===== src/hw/rtl/url_enc_pkg.sv =====
package url_enc_pkg;

	localparam int FIFO_DEPTH = 4;
	localparam int FIFO_AW = $clog2(FIFO_DEPTH);

	localparam logic [15:0] MAX_LEN_RST = 16'd1024;
	localparam logic [16:0] COUNT_MAX = 17'h1FFFF;
	localparam logic [7:0] PCT_CHAR = 8'h25;
	localparam logic [7:0] TERM_CHAR = 8'h00;

	// one queued job: the byte plus what the back end has to emit for it
	typedef struct packed {
		logic [7:0] data;
		logic esc;   // emit '%' and two hex digits
		logic chr;   // emit a character at all
		logic term;  // emit the terminator after the character(s)
	} desc_t;

	function automatic logic is_reserved(input logic [7:0] b);
		return b inside {8'h20, 8'h22, 8'h3c, 8'h3e, 8'h23, 8'h25, 8'h7b, 8'h7d,
			8'h7c, 8'h5c, 8'h5e, 8'h7e, 8'h5b, 8'h5d, 8'h60};
	endfunction

	function automatic logic [7:0] hex_digit(input logic [3:0] nib);
		logic [7:0] r;
		if (nib < 4'd10) begin
			r = 8'h30 + {4'd0, nib};
		end else begin
			r = 8'h37 + {4'd0, nib};
		end
		return r;
	endfunction

endpackage


===== src/hw/rtl/url_enc_ifs.sv =====
interface url_in_if;
	logic valid;
	logic ready;
	logic [7:0] in_byte;
	logic end_mark;
	modport source (output valid, output in_byte, output end_mark, input ready);
	modport sink (input valid, input in_byte, input end_mark, output ready);
endinterface

interface url_out_if;
	logic valid;
	logic ready;
	logic [7:0] out_byte;
	logic is_terminator;
	logic run_last;
	modport source (output valid, output out_byte, output is_terminator, output run_last,
		input ready);
	modport sink (input valid, input out_byte, input is_terminator, input run_last,
		output ready);
endinterface

interface url_cfg_if;
	logic valid;
	logic ready;
	logic [15:0] data;
	modport source (output valid, output data, input ready);
	modport sink (input valid, input data, output ready);
endinterface


===== src/hw/rtl/url_enc_front.sv =====
module url_enc_front
	import url_enc_pkg::*;
(
	input logic clk,
	input logic arst_n,
	url_in_if.sink in_ch,
	url_cfg_if.sink cfg,
	input logic fifo_full,
	output logic push,
	output desc_t push_desc
);

	logic [15:0] max_len_q;
	logic [16:0] cnt_q;
	logic trunc_q;

	logic acc;
	logic rsv;
	logic [1:0] add;
	logic [17:0] sum;
	logic [16:0] cnt_nxt;
	logic hit;

	assign cfg.ready = 1'b1;
	assign in_ch.ready = !fifo_full;
	assign acc = in_ch.valid && in_ch.ready;

	always_comb begin
		rsv = is_reserved(in_ch.in_byte);
		add = rsv ? 2'd3 : 2'd1;
		sum = {1'b0, cnt_q} + {16'd0, add};
		cnt_nxt = (sum > {1'b0, COUNT_MAX}) ? COUNT_MAX : sum[16:0];
		hit = ({1'b0, cnt_nxt} + 18'd5) > {2'd0, max_len_q};
	end

	always_comb begin
		push_desc.data = in_ch.in_byte;
		push_desc.esc = rsv && !in_ch.end_mark;
		push_desc.chr = !in_ch.end_mark;
		push_desc.term = in_ch.end_mark || hit;
		// once cut short the rest of the string, end marker included, emits nothing
		push = acc && !trunc_q;
	end

	always_ff @(posedge clk or negedge arst_n) begin
		if (!arst_n) begin
			max_len_q <= MAX_LEN_RST;
		end else if (cfg.valid && cfg.ready) begin
			max_len_q <= cfg.data;
		end
	end

	always_ff @(posedge clk or negedge arst_n) begin
		if (!arst_n) begin
			cnt_q <= '0;
			trunc_q <= 1'b0;
		end else if (acc) begin
			if (in_ch.end_mark) begin
				cnt_q <= '0;
				trunc_q <= 1'b0;
			end else if (!trunc_q) begin
				cnt_q <= cnt_nxt;
				trunc_q <= hit;
			end
		end
	end

	a_end_clears: assert property (@(posedge clk) disable iff (!arst_n)
		acc && in_ch.end_mark |=> cnt_q == '0 && !trunc_q)
		else $error("end marker did not clear string state");

	a_trunc_silent: assert property (@(posedge clk) disable iff (!arst_n)
		trunc_q && !in_ch.end_mark && acc |=> trunc_q)
		else $error("truncation flag dropped inside a string");

endmodule


===== src/hw/rtl/url_enc_fifo.sv =====
module url_enc_fifo
	import url_enc_pkg::*;
(
	input logic clk,
	input logic arst_n,
	input logic push,
	input desc_t din,
	output logic full,
	input logic pop,
	output desc_t dout,
	output logic empty
);

	localparam logic [FIFO_AW:0] FULL_CNT = (FIFO_AW + 1)'(FIFO_DEPTH);

	desc_t mem_q [FIFO_DEPTH];
	logic [FIFO_AW-1:0] wr_q;
	logic [FIFO_AW-1:0] rd_q;
	logic [FIFO_AW:0] cnt_q;

	assign full = (cnt_q == FULL_CNT);
	assign empty = (cnt_q == '0);
	assign dout = mem_q[rd_q];

	always_ff @(posedge clk) begin
		if (push) begin
			mem_q[wr_q] <= din;
		end
	end

	always_ff @(posedge clk or negedge arst_n) begin
		if (!arst_n) begin
			wr_q <= '0;
			rd_q <= '0;
			cnt_q <= '0;
		end else begin
			if (push) begin
				wr_q <= wr_q + 1'b1;
			end
			if (pop) begin
				rd_q <= rd_q + 1'b1;
			end
			case ({push, pop})
				2'b10: cnt_q <= cnt_q + 1'b1;
				2'b01: cnt_q <= cnt_q - 1'b1;
				default: cnt_q <= cnt_q;
			endcase
		end
	end

	a_ptr_gap: assert property (@(posedge clk) disable iff (!arst_n)
		cnt_q[FIFO_AW-1:0] == (wr_q - rd_q))
		else $error("queue pointers out of step with fill count");

endmodule


===== src/hw/rtl/url_enc_back.sv =====
module url_enc_back
	import url_enc_pkg::*;
(
	input logic clk,
	input logic arst_n,
	input desc_t head,
	input logic empty,
	output logic pop,
	url_out_if.source out_ch
);

	desc_t cur_q;
	logic [1:0] step_q;
	logic busy_q;

	logic out_valid_q;
	logic [7:0] out_byte_q;
	logic out_term_q;
	logic out_last_q;

	desc_t job;
	logic [1:0] step;
	logic [1:0] nchar;
	logic [2:0] total;
	logic last;
	logic adv;
	logic [7:0] res_byte;
	logic res_term;

	assign out_ch.valid = out_valid_q;
	assign out_ch.out_byte = out_byte_q;
	assign out_ch.is_terminator = out_term_q;
	assign out_ch.run_last = out_last_q;

	always_comb begin
		// work on the queue head directly when no job is in flight
		job = busy_q ? cur_q : head;
		step = busy_q ? step_q : 2'd0;
		nchar = job.esc ? 2'd3 : (job.chr ? 2'd1 : 2'd0);
		total = {1'b0, nchar} + {2'd0, job.term};
		last = ({1'b0, step} + 3'd1) == total;
		adv = (!out_valid_q || out_ch.ready) && (busy_q || !empty);
		pop = adv && !busy_q;
		res_term = 1'b0;
		if (step >= nchar) begin
			res_byte = TERM_CHAR;
			res_term = 1'b1;
		end else if (!job.esc) begin
			res_byte = job.data;
		end else begin
			case (step)
				2'd0: res_byte = PCT_CHAR;
				2'd1: res_byte = hex_digit(job.data[7:4]);
				default: res_byte = hex_digit(job.data[3:0]);
			endcase
		end
	end

	always_ff @(posedge clk or negedge arst_n) begin
		if (!arst_n) begin
			busy_q <= 1'b0;
			step_q <= '0;
			out_valid_q <= 1'b0;
		end else begin
			if (adv) begin
				out_valid_q <= 1'b1;
				if (last) begin
					busy_q <= 1'b0;
				end else begin
					busy_q <= 1'b1;
					step_q <= step + 1'b1;
				end
			end else if (out_ch.ready) begin
				out_valid_q <= 1'b0;
			end
		end
	end

	always_ff @(posedge clk) begin
		if (pop) begin
			cur_q <= head;
		end
		if (adv) begin
			out_byte_q <= res_byte;
			out_term_q <= res_term;
			out_last_q <= last;
		end
	end

	a_busy_step: assert property (@(posedge clk) disable iff (!arst_n)
		busy_q |-> step_q != 2'd0 && {1'b0, step_q} < total)
		else $error("sequencer step outside the job");

	a_term_last: assert property (@(posedge clk) disable iff (!arst_n)
		adv && res_term |-> last)
		else $error("terminator not the last result of its job");

endmodule


===== src/hw/rtl/url_percent_encoder_top.sv =====
// channel   dir  handshake      payload
// in_ch     in   valid/ready    in_byte[7:0], end_mark
// out_ch    out  valid/ready    out_byte[7:0], is_terminator, run_last
// cfg       in   valid/ready    data[15:0] = max_len (ready always high)
//
// one result per cycle while out_ch is not stalled, from a single output register;
// an item gives 1 result for a plain byte, 3 for an escaped one, +1 with
// the terminator, 0 for items after truncation
// input is taken every cycle while the 4-entry job queue has room
// reset clears count, truncation flag, queue and output; max_len goes to 1024
// output stalls fill the queue and only then hold off input
module url_percent_encoder_top
	import url_enc_pkg::*;
(
	input logic clk,
	input logic arst_n,
	url_in_if.sink in_ch,
	url_out_if.source out_ch,
	url_cfg_if.sink cfg
);

	logic push;
	desc_t push_desc;
	logic fifo_full;
	logic pop;
	desc_t head;
	logic empty;

	url_enc_front u_front (
		.clk(clk),
		.arst_n(arst_n),
		.in_ch(in_ch),
		.cfg(cfg),
		.fifo_full(fifo_full),
		.push(push),
		.push_desc(push_desc)
	);

	url_enc_fifo u_fifo (
		.clk(clk),
		.arst_n(arst_n),
		.push(push),
		.din(push_desc),
		.full(fifo_full),
		.pop(pop),
		.dout(head),
		.empty(empty)
	);

	url_enc_back u_back (
		.clk(clk),
		.arst_n(arst_n),
		.head(head),
		.empty(empty),
		.pop(pop),
		.out_ch(out_ch)
	);

endmodule

===== src/flat_wrapper.sv =====
// flat-port wrapper written by rule: the top's interface ports become plain ports
module url_percent_encoder_top_flat import url_enc_pkg::*;
  (clk, arst_n, in_ch_valid, in_ch_in_byte, in_ch_end_mark, in_ch_ready, out_ch_valid, out_ch_out_byte, out_ch_is_terminator, out_ch_run_last, out_ch_ready, cfg_valid, cfg_data, cfg_ready);
  url_in_if in_ch_i ();
  url_out_if out_ch_i ();
  url_cfg_if cfg_i ();
  input logic clk;
  input logic arst_n;
  input wire logic [$bits(in_ch_i.valid)-1:0] in_ch_valid;
  input wire logic [$bits(in_ch_i.in_byte)-1:0] in_ch_in_byte;
  input wire logic [$bits(in_ch_i.end_mark)-1:0] in_ch_end_mark;
  output wire logic [$bits(in_ch_i.ready)-1:0] in_ch_ready;
  output wire logic [$bits(out_ch_i.valid)-1:0] out_ch_valid;
  output wire logic [$bits(out_ch_i.out_byte)-1:0] out_ch_out_byte;
  output wire logic [$bits(out_ch_i.is_terminator)-1:0] out_ch_is_terminator;
  output wire logic [$bits(out_ch_i.run_last)-1:0] out_ch_run_last;
  input wire logic [$bits(out_ch_i.ready)-1:0] out_ch_ready;
  input wire logic [$bits(cfg_i.valid)-1:0] cfg_valid;
  input wire logic [$bits(cfg_i.data)-1:0] cfg_data;
  output wire logic [$bits(cfg_i.ready)-1:0] cfg_ready;
  assign in_ch_i.valid = in_ch_valid;
  assign in_ch_i.in_byte = in_ch_in_byte;
  assign in_ch_i.end_mark = in_ch_end_mark;
  assign in_ch_ready = in_ch_i.ready;
  assign out_ch_valid = out_ch_i.valid;
  assign out_ch_out_byte = out_ch_i.out_byte;
  assign out_ch_is_terminator = out_ch_i.is_terminator;
  assign out_ch_run_last = out_ch_i.run_last;
  assign out_ch_i.ready = out_ch_ready;
  assign cfg_i.valid = cfg_valid;
  assign cfg_i.data = cfg_data;
  assign cfg_ready = cfg_i.ready;
  url_percent_encoder_top u_core (.clk(clk), .arst_n(arst_n), .in_ch(in_ch_i), .out_ch(out_ch_i), .cfg(cfg_i));
endmodule

===== config.mk =====
export PLATFORM = sky130hd
export DESIGN_NAME = url_percent_encoder_top_flat
export DESIGN_NICKNAME = d
export VERILOG_FILES = /design/src/hw/rtl/url_enc_pkg.sv /design/src/hw/rtl/url_enc_ifs.sv /design/src/hw/rtl/url_enc_front.sv /design/src/hw/rtl/url_enc_fifo.sv /design/src/hw/rtl/url_enc_back.sv /design/src/hw/rtl/url_percent_encoder_top.sv /design/src/flat_wrapper.sv
export SDC_FILE = /design/constraint.sdc
export NUM_CORES = 1
export LEC_CHECK = 0
export BUFFER_PORTS_ARGS = -buffer_cell sky130_fd_sc_hd__buf_2
export CORE_UTILIZATION = 45
export CTS_BUF_LIST = sky130_fd_sc_hd__clkbuf_8
export DETAILED_ROUTE_END_ITERATION = 8
export MAX_ROUTING_LAYER = met4
export SYNTH_ARGS = -nofsm -noshare
export SYNTH_HDL_FRONTEND = slang
export SYNTH_HIERARCHICAL = 1
export SYNTH_SLANG_ARGS = --single-unit

===== constraint.sdc =====
create_clock -name clk -period 7.3 [get_ports clk]
set_clock_uncertainty 0.05 [all_clocks]
set_input_delay 0.73 -clock clk [delete_from_list [all_inputs] [get_ports clk]]
set_output_delay 0.73 -clock clk [all_outputs]
set_load 0.02 [all_outputs]

==> results.md <==
* Worst slew margin relative to its limit at 26.0%
* Total wire length after detailed routing at 12.4 mm
* Synth-to-layout area growth at 7.70%
* Ys async rst share at ~40%
* Power density cells at ~350 nW/um^2
* Final estimated routing congestion in global placement at roughly 0.87
* Final count of negative-setup-slack endpoints at 0
* Hold violation count in the final report at 0
* Endpoint, Worst Hold: u_core/u_fifo/cnt_q[2]
* Synth Area per Inst at around 11 sq um
* Placed Instance Area at 6500 sq um
* Mux cell area share after synthesis at between 7 and 8%
* Beginning of the worst hold path: u_core/u_fifo/cnt_q[2]
* Number of enable-type register cells in the synthesized netlist at 65
* Fraction of the mapped netlist area in compound gates at a little under an eighth
* CP Data Required Time at about 7.4 ns
* Pre-CTS worst setup slack at around 0.68 ns
* Worst IR drop on VDD at ~0.00014 V
* Prevailing post-synth register cell: sky130_fd_sc_hd__edfxtp_1
* Root buf cell: sky130_fd_sc_hd__clkbuf_8
* Element type at the critical path end: flip-flop
* Synth Net Count at around 640
* Startpoint class of the critical path: primary input
* Clock Sink Count at 110
* Worst hold-check path type: flip-flop to flip-flop
* I/O pin cnt at 43
* Total track usage at 19.1%
* Post-DR wirelength/cell at between 15 and 20 um
* Register-to-register setup slack at around 2.1 ns
* Row count at 42
* 1st-iter DRT viols at ~370
* Sum of negative setup slack at 0 ns
* Total via count after detailed routing at approximately 4300
* Dominant combinational cell family by area after synthesis: simple AND/OR/NAND/NOR gates
* Result of the run: finished clean
* Setup repair after global routing missed its margin: no
* Flip-flop and latch count after synthesis at 110
* Netlist cell types at 67
* Final HPWL DP at between 8 and 9 mm
* Final antenna-violating net count at 0
* Post CTS Setup Buffer Count at 0
* Via density per instance at 5.47
* Commonest cells after routing, fill and taps aside: sky130_fd_sc_hd__nand2_1 (66), sky130_fd_sc_hd__edfxtp_1 (65), sky130_fd_sc_hd__dfrtp_1 (44)
* Final period util at about 85%
* Total leakage power at about 0.0028 uW
* Area inside the core boundary at 13300 sq um
* Clock latency on the worst-skew pair at 0.39 ns
* Worst setup path category: primary input to flip-flop
* Launching point of the worst reg2reg path: u_core/u_front/cnt_q[1]
* Total standard cell area after synthesis at 6230 sq um
* PostCTS Resize Cnt at 0
* Syn. warnings at 6
* Initial Util at between 40% and 50%
* Number of port buffers at 41
* Final instance area at ~6700 sq um
* Capture point of the worst reg-to-reg path: u_core/u_fifo/mem_q[0][0]
* Cell count after synthesis at around 570
* Adder and majority gate portion of the synthesized area at 7.07%
* Share of post-route cells with drive strength above 1 at approximately 14%
* Final max-slew violation count at 0
* Buffer levels on the longest clock path at 2
* Largest driver fanout on the critical path at 9
* Clock tree from TritonCTS: done
* Worst Slack Setup Final at 1.10 ns
* Number of global-route vias before repair at ~4000
* DRC violation count after routing at 0
* Highest attainable clock frequency at approximately 0.16 GHz
* Largest net degree at the start of global routing at 46
* Final Critical Period at approximately 6.2 ns
* Total CTS buffers at 9
* Global route total overflow at 0
* Beginning of the critical path: in_ch_in_byte[1]
* Most common cell after layout, fill and taps aside: sky130_fd_sc_hd__nand2_1
* Number of max-cap violations at 0
* Cts-stage hold buffer count at 0
* Initial antenna violation count at 0
* Post-synthesis share of cell area spent on and, or, nand and nor gates at between 10% and 20%
* Chip height at 120 um
* Slew at the pin closest to its max-slew limit at between 1 and 1.5 ns
* Number of detailed-routing iterations run before antenna repair at 5
* Final layout net count at about 660
* R2r worst-path depth at 21
* Global-route wire length before repair at about 20 mm
* Area share of xor/xnor cells in the synthesized design at approximately 3.7%
* Die width at roughly 120 um
* H-tree Lvls at 3
* Data arrival time of the critical path at roughly 6.3 ns
* Count of inserted antenna diode cells at 0
* Area of the die at around 14000 sq um
* Clock transition time at the flip-flop clock pins of the worst setup and hold paths at 0.11 ns
* Hold Crit Depth at 1
* Sequential share of the synthesized area at about half
[per-layer routing]
metal	vias up	share of wire (%)	GRT usage, %	routed length, um
met5	-	0	-	0
met4	0	1.2	6.48	150
met3	9	4.0	4.18	490
met2	92	44	26.8	5410
met1	2045	51	27.2	6330
li1	2114	-	-	-
[cells by family (layout without fill, tap and decap cells)]
kind of cell / Yosys count / count (layout)
DFF: 110 / 110
xor gates and xnor gates: 26 / 26
muxes: 32 / 32
AOI/OAI and AO/OA: 117 / 117
other: 1 / 1
and+or+nand+nor: 186 / 186
adders and majority gates: 34 / 34
buffers and inverters: 68 / 97
[worst max-delay path by stage]
stage / endpoint / slack [ns] / cells after the start
after global placement: u_core/u_fifo/mem_q[2][0] / 0.93 / 28
after detailed placement: u_core/u_fifo/mem_q[3][0] / 0.68 / 28
after floorplan: u_core/u_fifo/mem_q[0][0] / 1.60 / 27
final: u_core/u_fifo/mem_q[0][0] / 1.10 / 28
after CTS: u_core/u_fifo/mem_q[0][0] / 1.10 / 28
after global routing: u_core/u_fifo/mem_q[0][0] / 0.55 / 28
[through the flow]
| step | cells | hold slack (ns) | utilization [%] | total power (uW) |
|---|---|---|---|---|
| 2_1_floorplan | 574 | 0.384 | - | 1730 |
| 4_1_cts | 779 | 0.461 | 50.2 | 2350 |
| 3_5_place_dp | 763 | 0.445 | 48.7 | 1970 |
| 5_1_grt | 779 | 0.485 | 50.2 | 2510 |
| 3_3_place_gp | 763 | 0.438 | 48.7 | 1940 |
| 6_report | 779 | 0.458 | 50.2 | 2330 |
[Yosys cell counts, types with 3 or more instances]
cell type | n | area share, %
sky130_fd_sc_hd__a211oi_1 | 3 | 0.36
sky130_fd_sc_hd__a21o_1 | 3 | 0.36
sky130_fd_sc_hd__a21oi_1 | 26 | 2.1
sky130_fd_sc_hd__a22o_1 | 6 | 0.84
sky130_fd_sc_hd__a31oi_1 | 5 | 0.50
sky130_fd_sc_hd__and2_1 | 5 | 0.50
sky130_fd_sc_hd__and3_1 | 3 | 0.30
sky130_fd_sc_hd__buf_2 | 7 | 0.56
sky130_fd_sc_hd__buf_4 | 11 | 1.3
sky130_fd_sc_hd__clkbuf_1 | 11 | 0.66
sky130_fd_sc_hd__dfrtp_1 | 44 | 18
sky130_fd_sc_hd__edfxtp_1 | 65 | 31
sky130_fd_sc_hd__ha_1 | 32 | 6.4
sky130_fd_sc_hd__inv_1 | 37 | 2.2
sky130_fd_sc_hd__mux2_1 | 3 | 0.54
sky130_fd_sc_hd__mux2_2 | 4 | 0.72
sky130_fd_sc_hd__mux2i_1 | 14 | 2.3
sky130_fd_sc_hd__mux4_1 | 3 | 1.3
sky130_fd_sc_hd__mux4_2 | 8 | 2.9
sky130_fd_sc_hd__nand2_1 | 66 | 4.0
sky130_fd_sc_hd__nand2b_1 | 11 | 1.1
sky130_fd_sc_hd__nand3_1 | 10 | 0.80
sky130_fd_sc_hd__nand3b_1 | 4 | 0.48
sky130_fd_sc_hd__nand4_1 | 8 | 0.80
sky130_fd_sc_hd__nor2_1 | 40 | 2.4
sky130_fd_sc_hd__nor2b_1 | 7 | 0.70
sky130_fd_sc_hd__nor3_1 | 11 | 0.88
sky130_fd_sc_hd__nor3b_1 | 3 | 0.36
sky130_fd_sc_hd__o211ai_1 | 3 | 0.36
sky130_fd_sc_hd__o21a_1 | 4 | 0.48
sky130_fd_sc_hd__o21ai_0 | 43 | 3.5
sky130_fd_sc_hd__xnor2_1 | 12 | 1.7
sky130_fd_sc_hd__xor2_1 | 14 | 2.0
[cell type report]
type	instances	area [sq um]
multi-input cells	396	2840
well taps	176	220
flip-flops and latches	110	3080
fillers	1194	6640
clock buffers	9	124
repair buffers	43	220
inverters	38	143
clock inverters	7	80.1
[critical path, cell delays in order]
cell and delay, ns:
sky130_fd_sc_hd__buf_2 0.13, sky130_fd_sc_hd__o21ai_0 0.15, sky130_fd_sc_hd__nand2_1 0.07, sky130_fd_sc_hd__nor3_1 0.13, sky130_fd_sc_hd__a21oi_1 0.06, sky130_fd_sc_hd__or4_1 0.61, sky130_fd_sc_hd__inv_1 0.10, sky130_fd_sc_hd__ha_1 0.20
sky130_fd_sc_hd__a21oi_2 0.09, sky130_fd_sc_hd__nor4_4 0.48, sky130_fd_sc_hd__nand2_1 0.31, sky130_fd_sc_hd__nand2_1 0.21, sky130_fd_sc_hd__ha_1 0.21, sky130_fd_sc_hd__nor2_1 0.07, sky130_fd_sc_hd__nor3_1 0.29, sky130_fd_sc_hd__a41oi_1 0.21
sky130_fd_sc_hd__nor4_2 0.33, sky130_fd_sc_hd__inv_1 0.07, sky130_fd_sc_hd__nor2_1 0.13, sky130_fd_sc_hd__xor2_1 0.09, sky130_fd_sc_hd__ha_1 0.29, sky130_fd_sc_hd__nand4_1 0.10, sky130_fd_sc_hd__or3_1 0.38, sky130_fd_sc_hd__nor3_1 0.19
sky130_fd_sc_hd__a21oi_1 0.08, sky130_fd_sc_hd__nor3b_1 0.20, sky130_fd_sc_hd__mux2i_1 0.14, sky130_fd_sc_hd__nand2b_1 0.21
[flip-flops by register name, indices dropped and copies added, names as in the netlist]
name	cells
u_core/u_back/cur_q	11
u_core/u_back/out_ch.run_last	1
u_core/u_back/busy_q	1
u_core/u_fifo/rd_q	2
u_core/u_fifo/mem_q	44
u_core/u_front/cnt_q	17
u_core/u_back/out_ch.out_byte	8
u_core/u_fifo/cnt_q	3
u_core/u_front/max_len_q	16
u_core/u_front/trunc_q	1
u_core/u_back/out_ch.valid	1
u_core/u_back/step_q	2
u_core/u_fifo/wr_q	2
u_core/u_back/out_ch.is_terminator	1
[report_power, final]
part | switching (uW) | internal [uW] | leakage [uW]
Combinational | 584 | 411 | 0.00147
Clock | 217 | 164 | 0.000108
Sequential | 99.0 | 855 | 0.00117
Total | 900 | 1430 | 0.00275
(Power assumes the default switching activity.)
